===== src/rtl/core/srl_pkg.sv =====
// Shared types and constants for the stereo linear resampler.
`default_nettype none

package srl_pkg;

  localparam int unsigned SAMPLE_W    = 16;
  localparam int unsigned STEP_W      = 19;
  localparam int unsigned PHASE_W     = 20;
  localparam int unsigned FRAC_W      = 16;
  localparam int unsigned MAX_RESULTS = 64;

  localparam logic [STEP_W-1:0]  STEP_RESET = STEP_W'(65536);
  localparam logic [PHASE_W-1:0] ONE_Q16    = PHASE_W'(65536);

  // One input word: a stereo frame.
  typedef struct packed {
    logic signed [SAMPLE_W-1:0] in_left;
    logic signed [SAMPLE_W-1:0] in_right;
  } in_frame_t;

  // One output word: an interpolated stereo frame.
  typedef struct packed {
    logic signed [SAMPLE_W-1:0] out_left;
    logic signed [SAMPLE_W-1:0] out_right;
    logic                       last_of_run;
  } out_frame_t;

  // Commands from the controller to the datapath.
  typedef struct packed {
    logic cfg_write;
    logic load_frame;
    logic mul;
    logic load_out;
    logic cap;
    logic load_pass;
    logic finalize;
  } srl_cmd_t;

  // Status from the datapath to the controller.
  typedef struct packed {
    logic pass;
    logic phase_ge_one;
    logic last;
  } srl_sts_t;

endpackage

`default_nettype wire


===== src/rtl/core/stereo_linear_resampler_q16.sv =====
// Top level of the stereo linear-interpolation resampler with a Q16 phase.
// The first output word of a frame is captured in the frame register on acceptance, its
// product is registered in the decide state and the word in the load state; a pass-through
// word goes from the frame register to the output register in the decide state. Outputs
// alternate between the load and present states of the controller, the present state holds
// while the sink stalls, and no new frame is taken until every output of the last is taken.
// Reset: step returns to 1.0 (pass through), phase and history clear to zero.
`default_nettype none

module stereo_linear_resampler_q16 #(
  parameter int unsigned MaxResults = srl_pkg::MAX_RESULTS
) (
  input  wire logic                 clk_i,
  input  wire logic                 rst_ni,
  input  wire logic                 cfg_valid,
  output logic                      cfg_ready,
  input  wire logic [18:0]          cfg_data_i,
  input  wire logic                 in_valid,
  output logic                      in_stall,
  input  wire srl_pkg::in_frame_t   in_data_i,
  output logic                      out_valid,
  input  wire logic                 out_stall,
  output srl_pkg::out_frame_t       out_data_o
);
  import srl_pkg::*;

  srl_cmd_t cmd;
  srl_sts_t sts;
  logic     idle;

  srl_controller #(
    .MaxResults(MaxResults)
  ) u_ctrl (
    .clk_i       (clk_i),
    .rst_ni      (rst_ni),
    .in_valid_i  (in_valid),
    .cfg_valid_i (cfg_valid),
    .out_stall_i (out_stall),
    .sts_i       (sts),
    .cmd_o       (cmd),
    .idle_o      (idle),
    .out_valid_o (out_valid)
  );

  srl_datapath u_dp (
    .clk_i      (clk_i),
    .rst_ni     (rst_ni),
    .cmd_i      (cmd),
    .cfg_data_i (cfg_data_i),
    .in_data_i  (in_data_i),
    .sts_o      (sts),
    .out_data_o (out_data_o)
  );

  assign in_stall  = !idle;
  assign cfg_ready = idle;

  // A word is taken only when no output is pending.
  a_no_accept_with_output : assert property (@(posedge clk_i) disable iff (!rst_ni)
    out_valid |-> in_stall)
    else $error("input accepted while an output is pending");

  // A word that is not the last of its run is followed by more work for the same frame.
  a_run_continues : assert property (@(posedge clk_i) disable iff (!rst_ni)
    (out_valid && !out_stall && !out_data_o.last_of_run) |=> in_stall)
    else $error("input accepted in the middle of a run");

  // Configuration is never taken while a frame is in flight.
  a_cfg_only_idle : assert property (@(posedge clk_i) disable iff (!rst_ni)
    cfg_ready |-> !out_valid && !in_stall)
    else $error("configuration ready while busy");

endmodule

`default_nettype wire


===== src/rtl/core/srl_datapath.sv =====
// Datapath of the resampler: step, phase, history, multipliers and output register.
`default_nettype none

module srl_datapath (
  input  wire logic                  clk_i,
  input  wire logic                  rst_ni,
  input  wire srl_pkg::srl_cmd_t     cmd_i,
  input  wire logic [18:0]           cfg_data_i,
  input  wire srl_pkg::in_frame_t    in_data_i,
  output srl_pkg::srl_sts_t          sts_o,
  output srl_pkg::out_frame_t        out_data_o
);
  import srl_pkg::*;

  logic [STEP_W-1:0]          step_q;
  logic [PHASE_W-1:0]         phase_q, phase_d;
  logic signed [SAMPLE_W-1:0] prev_l_q, prev_r_q;
  in_frame_t                  frame_q;
  logic signed [33:0]         prod_l_q, prod_r_q, prod_l_d, prod_r_d;
  out_frame_t                 out_q;

  logic signed [SAMPLE_W:0]   diff_l, diff_r;
  logic signed [FRAC_W:0]     frac_s;
  logic signed [17:0]         sum_l, sum_r;
  logic [PHASE_W:0]           phase_sum;

  // Difference to the previous frame times the phase fraction.
  assign diff_l   = {frame_q.in_left[SAMPLE_W-1], frame_q.in_left}
                  - {prev_l_q[SAMPLE_W-1], prev_l_q};
  assign diff_r   = {frame_q.in_right[SAMPLE_W-1], frame_q.in_right}
                  - {prev_r_q[SAMPLE_W-1], prev_r_q};
  assign frac_s   = $signed({1'b0, phase_q[FRAC_W-1:0]});
  assign prod_l_d = 34'(diff_l * frac_s);
  assign prod_r_d = 34'(diff_r * frac_s);

  // Arithmetic shift gives the floor of the scaled product.
  assign sum_l = {{2{prev_l_q[SAMPLE_W-1]}}, prev_l_q} + prod_l_q[33:16];
  assign sum_r = {{2{prev_r_q[SAMPLE_W-1]}}, prev_r_q} + prod_r_q[33:16];

  assign phase_sum = {1'b0, phase_q} + {2'b00, step_q};

  // Drop one whole input period, clamping a phase that never reached one.
  always_comb begin
    if (phase_q >= ONE_Q16) begin
      phase_d = phase_q - ONE_Q16;
    end else begin
      phase_d = '0;
    end
  end

  // Control state: step register, phase and history.
  always_ff @(posedge clk_i or negedge rst_ni) begin
    if (!rst_ni) begin
      step_q   <= STEP_RESET;
      phase_q  <= '0;
      prev_l_q <= '0;
      prev_r_q <= '0;
    end else if (cmd_i.cfg_write) begin
      step_q   <= cfg_data_i;
      phase_q  <= '0;
      prev_l_q <= '0;
      prev_r_q <= '0;
    end else if (cmd_i.load_out) begin
      phase_q <= phase_sum[PHASE_W-1:0];
    end else if (cmd_i.finalize) begin
      phase_q  <= phase_d;
      prev_l_q <= frame_q.in_left;
      prev_r_q <= frame_q.in_right;
    end
  end

  // Payload registers: captured frame, products and output word.
  always_ff @(posedge clk_i) begin
    if (cmd_i.load_frame) begin
      frame_q <= in_data_i;
    end
    if (cmd_i.mul) begin
      prod_l_q <= prod_l_d;
      prod_r_q <= prod_r_d;
    end
    if (cmd_i.load_pass) begin
      out_q.out_left    <= frame_q.in_left;
      out_q.out_right   <= frame_q.in_right;
      out_q.last_of_run <= 1'b1;
    end else if (cmd_i.load_out) begin
      out_q.out_left    <= sum_l[SAMPLE_W-1:0];
      out_q.out_right   <= sum_r[SAMPLE_W-1:0];
      out_q.last_of_run <= (phase_sum >= {1'b0, ONE_Q16}) || cmd_i.cap;
    end
  end

  assign sts_o.pass         = (step_q == STEP_RESET);
  assign sts_o.phase_ge_one = (phase_q >= ONE_Q16);
  assign sts_o.last         = out_q.last_of_run;
  assign out_data_o         = out_q;

endmodule

`default_nettype wire


===== src/rtl/core/srl_controller.sv =====
// Controller state machine of the resampler: sequences each input frame's outputs.
`default_nettype none

module srl_controller #(
  parameter int unsigned MaxResults = srl_pkg::MAX_RESULTS
) (
  input  wire logic              clk_i,
  input  wire logic              rst_ni,
  input  wire logic              in_valid_i,
  input  wire logic              cfg_valid_i,
  input  wire logic              out_stall_i,
  input  wire srl_pkg::srl_sts_t sts_i,
  output srl_pkg::srl_cmd_t      cmd_o,
  output logic                   idle_o,
  output logic                   out_valid_o
);
  import srl_pkg::*;

  localparam int unsigned CntW = $clog2(MaxResults);

  typedef enum logic [2:0] {
    S_IDLE,
    S_DECIDE,
    S_LOAD,
    S_OUT,
    S_PASS
  } state_e;

  state_e            state_q;
  logic [CntW-1:0]   cnt_q;
  logic              valid_q;
  logic              cap;

  assign cap = (cnt_q == CntW'(MaxResults - 1));

  // Commands decoded from the state.
  always_comb begin
    cmd_o = '0;
    unique case (state_q)
      S_IDLE: begin
        cmd_o.cfg_write  = cfg_valid_i;
        cmd_o.load_frame = in_valid_i;
      end
      S_DECIDE: begin
        if (sts_i.pass) begin
          cmd_o.load_pass = 1'b1;
        end else if (sts_i.phase_ge_one) begin
          cmd_o.finalize = 1'b1;
        end else begin
          cmd_o.mul = 1'b1;
        end
      end
      S_LOAD: begin
        cmd_o.load_out = 1'b1;
        cmd_o.cap      = cap;
      end
      S_OUT: begin
        // Phase is already advanced, so the next product is formed here.
        cmd_o.mul      = 1'b1;
        cmd_o.finalize = !out_stall_i && sts_i.last;
      end
      S_PASS: begin
        cmd_o = '0;
      end
      default: begin
        cmd_o = '0;
      end
    endcase
  end

  // State, output count and output valid.
  always_ff @(posedge clk_i or negedge rst_ni) begin
    if (!rst_ni) begin
      state_q <= S_IDLE;
      cnt_q   <= '0;
      valid_q <= 1'b0;
    end else begin
      unique case (state_q)
        S_IDLE: begin
          if (in_valid_i) begin
            state_q <= S_DECIDE;
          end
        end
        S_DECIDE: begin
          cnt_q <= '0;
          if (sts_i.pass) begin
            state_q <= S_PASS;
            valid_q <= 1'b1;
          end else if (sts_i.phase_ge_one) begin
            state_q <= S_IDLE;
          end else begin
            state_q <= S_LOAD;
          end
        end
        S_LOAD: begin
          cnt_q   <= cnt_q + 1'b1;
          state_q <= S_OUT;
          valid_q <= 1'b1;
        end
        S_OUT: begin
          if (!out_stall_i) begin
            valid_q <= 1'b0;
            state_q <= sts_i.last ? S_IDLE : S_LOAD;
          end
        end
        S_PASS: begin
          if (!out_stall_i) begin
            valid_q <= 1'b0;
            state_q <= S_IDLE;
          end
        end
        default: begin
          state_q <= S_IDLE;
          valid_q <= 1'b0;
        end
      endcase
    end
  end

  assign idle_o      = (state_q == S_IDLE);
  assign out_valid_o = valid_q;

endmodule

`default_nettype wire


===== config.mk =====
export PLATFORM = sky130hd
export DESIGN_NAME = stereo_linear_resampler_q16
export DESIGN_NICKNAME = d
export VERILOG_FILES = /design/src/rtl/core/srl_pkg.sv /design/src/rtl/core/stereo_linear_resampler_q16.sv /design/src/rtl/core/srl_datapath.sv /design/src/rtl/core/srl_controller.sv
export SDC_FILE = /design/constraint.sdc
export NUM_CORES = 2
export LEC_CHECK = 0
export ABC_AREA = 1
export ABC_CLOCK_PERIOD_IN_PS = 6400
export CAP_MARGIN = 10
export CELL_PAD_IN_SITES_DETAIL_PLACEMENT = 1
export CELL_PAD_IN_SITES_GLOBAL_PLACEMENT = 1
export CORE_ASPECT_RATIO = 2
export CORE_MARGIN = 3
export CORE_UTILIZATION = 46
export DETAILED_ROUTE_END_ITERATION = 6
export DONT_BUFFER_PORTS = 1
export GPL_TIMING_DRIVEN = 0
export PLACE_DENSITY = 0.86
export SLEW_MARGIN = 40
export SYNTH_ARGS = -nofsm -noshare
export SYNTH_HDL_FRONTEND = slang
export SYNTH_SLANG_ARGS = --single-unit

===== constraint.sdc =====
create_clock -name clk_i -period 6.4 [get_ports clk_i]
set_input_delay 0.32 -clock clk_i [delete_from_list [all_inputs] [get_ports clk_i]]
set_output_delay 0.32 -clock clk_i [all_outputs]
set_load 0.01 [all_outputs]

==> results of run 1 <==
timing repair:
item,4_1_cts
hold buffers,53
pin swaps,282
setup endpoints to repair,32
hold endpoints to repair,132
cloned,1
buffers inserted,127
resized for setup,595
per-stage QoR:
step           worst slack [ns]  TNS, ns  cells  instance area [µm²]
2_1_floorplan         0.0008615        0   4051                32460
3_3_place_gp             -1.253   -31.93   4948                33580
3_5_place_dp             -1.391   -36.83   4952                33700
4_1_cts                 -0.5719   -14.09   5161                38510
Yosys cell counts (15+ instances only):
cell type / n / area, µm²
sky130_fd_sc_hd__inv_1: 950 / 3566
sky130_fd_sc_hd__nand2_1: 805 / 3022
sky130_fd_sc_hd__fa_1: 522 / 10450
sky130_fd_sc_hd__nor2_1: 402 / 1509
sky130_fd_sc_hd__ha_1: 250 / 3128
sky130_fd_sc_hd__nand3_1: 209 / 1046
sky130_fd_sc_hd__a21oi_1: 150 / 750.7
sky130_fd_sc_hd__o21ai_0: 114 / 570.6
sky130_fd_sc_hd__edfxtp_1: 96 / 2883
sky130_fd_sc_hd__dfrtp_1: 80 / 2002
sky130_fd_sc_hd__clkbuf_1: 60 / 225.2
sky130_fd_sc_hd__xor2_1: 50 / 437.9
sky130_fd_sc_hd__nor2_2: 43 / 269.0
sky130_fd_sc_hd__inv_2: 26 / 97.59
sky130_fd_sc_hd__nand4_1: 23 / 143.9
sky130_fd_sc_hd__o22ai_2: 20 / 250.2
sky130_fd_sc_hd__o21bai_1: 18 / 135.1
sky130_fd_sc_hd__nor3_1: 17 / 85.08
sky130_fd_sc_hd__nand2_2: 15 / 93.84
sky130_fd_sc_hd__o22ai_1: 15 / 93.84
routing by layer:
metal,GRT overflow,track usage (%)
met1,1,67.11
met2,17,89.05
met3,1,62.64
met4,8,75.04
met5,0,35.78
cell families after synthesis:
group                    Yosys count  share of synthesized area (%)
XOR/XNOR                          68                          2.006
AND/OR/NAND/NOR                 1568                          20.49
flip-flops                       178                          15.26
adder cells (fa/ha/maj)          772                          42.02
AO/OA/AOI/OAI                    386                          7.306
buffers and inverters           1079                          12.92
==> parameters.txt, run 1 <==
Parameter                              Value

GRT
  Pin count of the biggest net entering global routing    82
  Initial antenna violation count    38
  Global router's overall resource usage    72.71%
  GR Overflow Total    27

STA
  Classification of the worst endpoint    register input
  Worst endpoint after global-route timing repair    u_dp.prod_r_q[16]$_DFFE_PP_/D

Synthesis
  Portion of the post-synthesis area used by sequential elements    between 15 and 20%
  Number of synthesized register bits    roughly 180
  Most common flop cell mapped by yosys    sky130_fd_sc_hd__edfxtp_1
  Cell area after technology mapping    0.03232 mm²
  Library cells used by synthesis    70
  Number of nets in the synthesized netlist    approximately 5000
  Avg Cell Area, Syn    between 7 and 8 µm²
  Yosys warning total    0
  Async S/R FF share, synth    a little under half
  Number of instances in the synthesized netlist    about 4100
  Count of flip-flops with a built-in enable after synthesis    96

Floorplanning
  Effective utilization at floorplan    ~47%
  Vert. Die Dim    between 300 and 400 µm
  Die outline width    193.4 µm
  Placement row count    136
  Number of I/O pins    between 90 and 100

Clocking
  CTS Root Buffer Type    sky130_fd_sc_hd__clkbuf_16
  CTS Sinks    between 150 and 200
  Total number of H-tree levels    4
  Maximum buffer depth of the clock tree    3
  Number of buffers inserted during clock tree synthesis    25

Placement
  # port buffers    0
  Gp weighted congestion    roughly 0.99
  HPWL after detailed placement    104600 µm

Outcome
  Terminating stage of the flow    5_1_grt
  First Error    [ERROR GRT-0232] Routing congestion too high. Check the congestion heatmap in the GUI.
  Run status    did not finish
==> run 2: changes to the inputs <==
ABC_CLOCK_PERIOD_IN_PS = 8300   (was 6400)
CELL_PAD_IN_SITES_DETAIL_PLACEMENT = not set   (was 1)
CELL_PAD_IN_SITES_GLOBAL_PLACEMENT = not set   (was 1)
CORE_ASPECT_RATIO = not set   (was 2)
CORE_UTILIZATION = 40   (was 46)
PLACE_DENSITY = not set   (was 0.86)
PLACE_DENSITY_LB_ADDON = 0.15   (was not set)
clock period = 8.3 ns   (was 6.4 ns; I/O delays follow)
==> run 2 against run 1 <==
Net effect:
- the run now ends clean
- synthesized area unchanged
- synthesized cell count unchanged
==> parameters.txt, run 2 <==
Parameter                              Value

Routing
  Post-route DRC violation count    0
  Number of detailed-routing iterations run before antenna repair    5
  Post-detailed-route via-to-cell ratio    just over 5
  Antenna Nets Post-Route    0
  Sum of routed wire length over all layers    101200 µm
  Overall via count from detail_route    ~26000
  DRC violation total after the first TritonRoute iteration    about 1800
  Detail-routed net length per standard cell    between 15 and 20 µm

STA
  Worst hold slack across all endpoints    around 0.042 ns
  Unrepaired setup endpoints after global routing    false
  Max Clock Freq    about 130 MHz
  Setup TNS after final layout    0 ns
  Final cycle utilization of the critical path    95.05%
  Relative max-transition margin    between 30% and 40%
  Final hold violation count    0
  Final setup viols    0
  Min cycle time layout    7.889 ns
  Final worst clock skew    0.009980 ns
  Fin. max-slew vios    0
  Pin slew with the least headroom to its limit    0.9111 ns

Setup path
  CP max FO    10
  Cell family contributing the most delay on the critical path    adder cells
  Dominant cell type by count on the critical path    sky130_fd_sc_hd__inv_1
  Critical path type    flop to flop
  Cell with the largest stage delay on the worst path    sky130_fd_sc_hd__fa_2
  Number of cells traversed by the worst register-to-register path    34
  Data arrival time of the worst path    between 8 and 9 ns
  Path length in cells of the critical path    34
  Critical path data required time    around 8.5 ns
  Slowest Stage Delay on Critical Path    about 0.7 ns
  Critical Path End Type    flop
  Critical Path Start Type    flop
  Count of buffer and inverter cells on the critical path    9

Clocking
  CTS Sinks    between 150 and 200
  TritonCTS clock tree    built
  Worst-Skew Late Latency    roughly 0.46 ns
  Maximum buffer depth of the clock tree    2
  CTS clock-pin slew for the worst setup and hold paths    0.07 ns
  CTS Root Buffer Type    sky130_fd_sc_hd__clkbuf_16
  Number of buffers inserted during clock tree synthesis    17
  Total number of H-tree levels    4

Min path
  Cells on Worst Hold Path    0
  HP Class    input pin to flop

Synthesis
  Post-Synth XOR/XNOR Area    approximately 2.0%
  Async S/R FF share, synth    approximately 46%
  Top-area cell type share of the netlist area    between 30% and 40%
  Avg Cell Area, Syn    approximately 8 µm²
  Number of instances in the synthesized netlist    between 4000 and 5000
  Portion of the post-synthesis area used by sequential elements    between 10% and 20%
  Leading cell types by count after synthesis    950 x sky130_fd_sc_hd__inv_1, 805 x sky130_fd_sc_hd__nand2_1, 522 x sky130_fd_sc_hd__fa_1
  Library cells used by synthesis    70
  Fraction of the mapped netlist area in compound gates    7.306%
  Simple-gate share of the synthesized area    20.49%
  Most common flop cell mapped by yosys    sky130_fd_sc_hd__edfxtp_1
  Number of synthesized register bits    between 150 and 200
  Yosys warning total    0
  Most used standard cell by instance count after synthesis    sky130_fd_sc_hd__inv_1
  Combinational family with the most area after synthesis    adder cells
  Cells taking the most area after synthesis    sky130_fd_sc_hd__fa_1 32%, sky130_fd_sc_hd__inv_1 11%, sky130_fd_sc_hd__ha_1 9.7%, sky130_fd_sc_hd__nand2_1 9.4%, sky130_fd_sc_hd__edfxtp_1 8.9%
  Portion of netlist area occupied by mux cells    0%
  Arithmetic-cell share of the synthesized area counting full adders, half adders and majority gates    between 40% and 50%
  Count of flip-flops with a built-in enable after synthesis    96
  Number of nets in the synthesized netlist    around 4900
  Post-synth top area cell    sky130_fd_sc_hd__fa_1
  Cell area after technology mapping    about 0.032 mm²

Final layout
  Filler Cells Inserted    8126
  Most common library cell in the layout ignoring fill and taps    sky130_fd_sc_hd__inv_1
  Proportion of layout cells with a drive suffix above 1    approximately 6.2%
  Layout overhead on the synthesized area    6.586%
  Diodes inserted    0
  Most frequent cells in the layout    950 x sky130_fd_sc_hd__inv_1, 802 x sky130_fd_sc_hd__nand2_1, 520 x sky130_fd_sc_hd__fa_1
  Post-layout nets    4904
  Number of flip-flops in the largest register    33

Floorplanning
  Effective utilization at floorplan    40.64%
  Die outline width    roughly 290 µm
  Die Footprint    0.08424 mm²
  CORE AREA    slightly below 0.08 mm²
  Number of I/O pins    92
  Vert. Die Dim    slightly below 300 µm
  Placement row count    103

GRT
  Global router's overall resource usage    roughly 24%
  Pin count of the biggest net entering global routing    82
  Initial antenna violation count    1
  Via count of the first global-routing pass    approximately 26000
  First-pass GRT wire length    158100 µm
  GR Overflow Total    0

Placement
  HPWL after detailed placement    85530 µm
  # port buffers    0
  Gp weighted congestion    roughly 0.9

Flow run
  Number of violations of the max-capacitance limit    0

Outcome
  Run status    complete, no violations
## run 2: cell counts after synthesis
No cell type changed its count.
## run 2: area by class of cell
class	instances	area (µm²)	share of cell area, %
buffer	89	455.4	1.322
clock buffer	18	429.2	1.246
clock inverter	14	153.9	0.4468
inverter	987	3735	10.84
multi-input combinational	2794	23290	67.62
sequential	178	4931	14.32
tap	1050	1314	3.814
timing repair buffer	9	136.4	0.3959
## run 2: logic make-up after synthesis
| family | Yosys count |
|---|---|
| buffers and inverters | 1079 |
| AND/OR/NAND/NOR | 1568 |
| XOR/XNOR | 68 |
| AO/OA/AOI/OAI | 386 |
| adder cells (fa/ha/maj) | 772 |
| flip-flops | 178 |
## run 2: worst paths after layout
| kind | startpoint | to | slack (ns) |
|---|---|---|---|
| worst max register to register | u_dp.frame_q[0]$_DFFE_PP_ | u_dp.prod_r_q[31]$_DFFE_PP_ | 0.41 |
| worst min-delay path | in_data_i[30] | u_dp.frame_q[30]$_DFFE_PP_ | 0.04 |
| max in group asynchronous | rst_ni | u_dp.phase_q[16]$_DFFE_PN0P_ | 7.36 |
| min in group asynchronous | rst_ni | u_dp.prev_r_q[6]$_DFFE_PN0P_ | 0.49 |
| worst max-delay path | u_dp.frame_q[0]$_DFFE_PP_ | u_dp.prod_r_q[31]$_DFFE_PP_ | 0.41 |
| worst min register to register | u_dp.step_q[16]$_DFFE_PN1P_ | u_dp.step_q[16]$_DFFE_PN1P_ | 0.49 |
## run 2: what timing repair did
| item | in CTS | in global routing |
|---|---|---|
| setup buffers | 0 | 2 |
| gates resized for setup | 0 | 12 |
| pin swaps | 0 | 3 |
| setup endpoints to repair | 2 | 10 |
| hold endpoints to repair | 81 | 0 |
| hold buffers | 2 | 0 |
## run 2: per-stage QoR
step / instances / cell area [µm²] / setup slack, ns / util, %
3_3_place_gp: 5101 / 33630 / -0.06802 / 42.29
6_report: 5139 / 34440 / 0.4106 / 43.32
5_1_grt: 5139 / 34440 / 0.008789 / 43.32
2_1_floorplan: 4051 / 32320 / 1.568 / -
4_1_cts: 5137 / 34360 / 0.02190 / 43.21
3_5_place_dp: 5104 / 33740 / -0.1001 / 42.44
## run 2: layer usage
metal  vias up  routed length, µm  track usage, %
met2       713              45740           38.73
met1     12850              47220           35.01
met4         0               2890           6.491
met5         -                  0               0
li1      12320                  -               -
met3       113               5406           3.378
Power of run 2 is not shown: default switching activity piles up to over one toggle a cycle in this logic, so the estimate is an artifact.
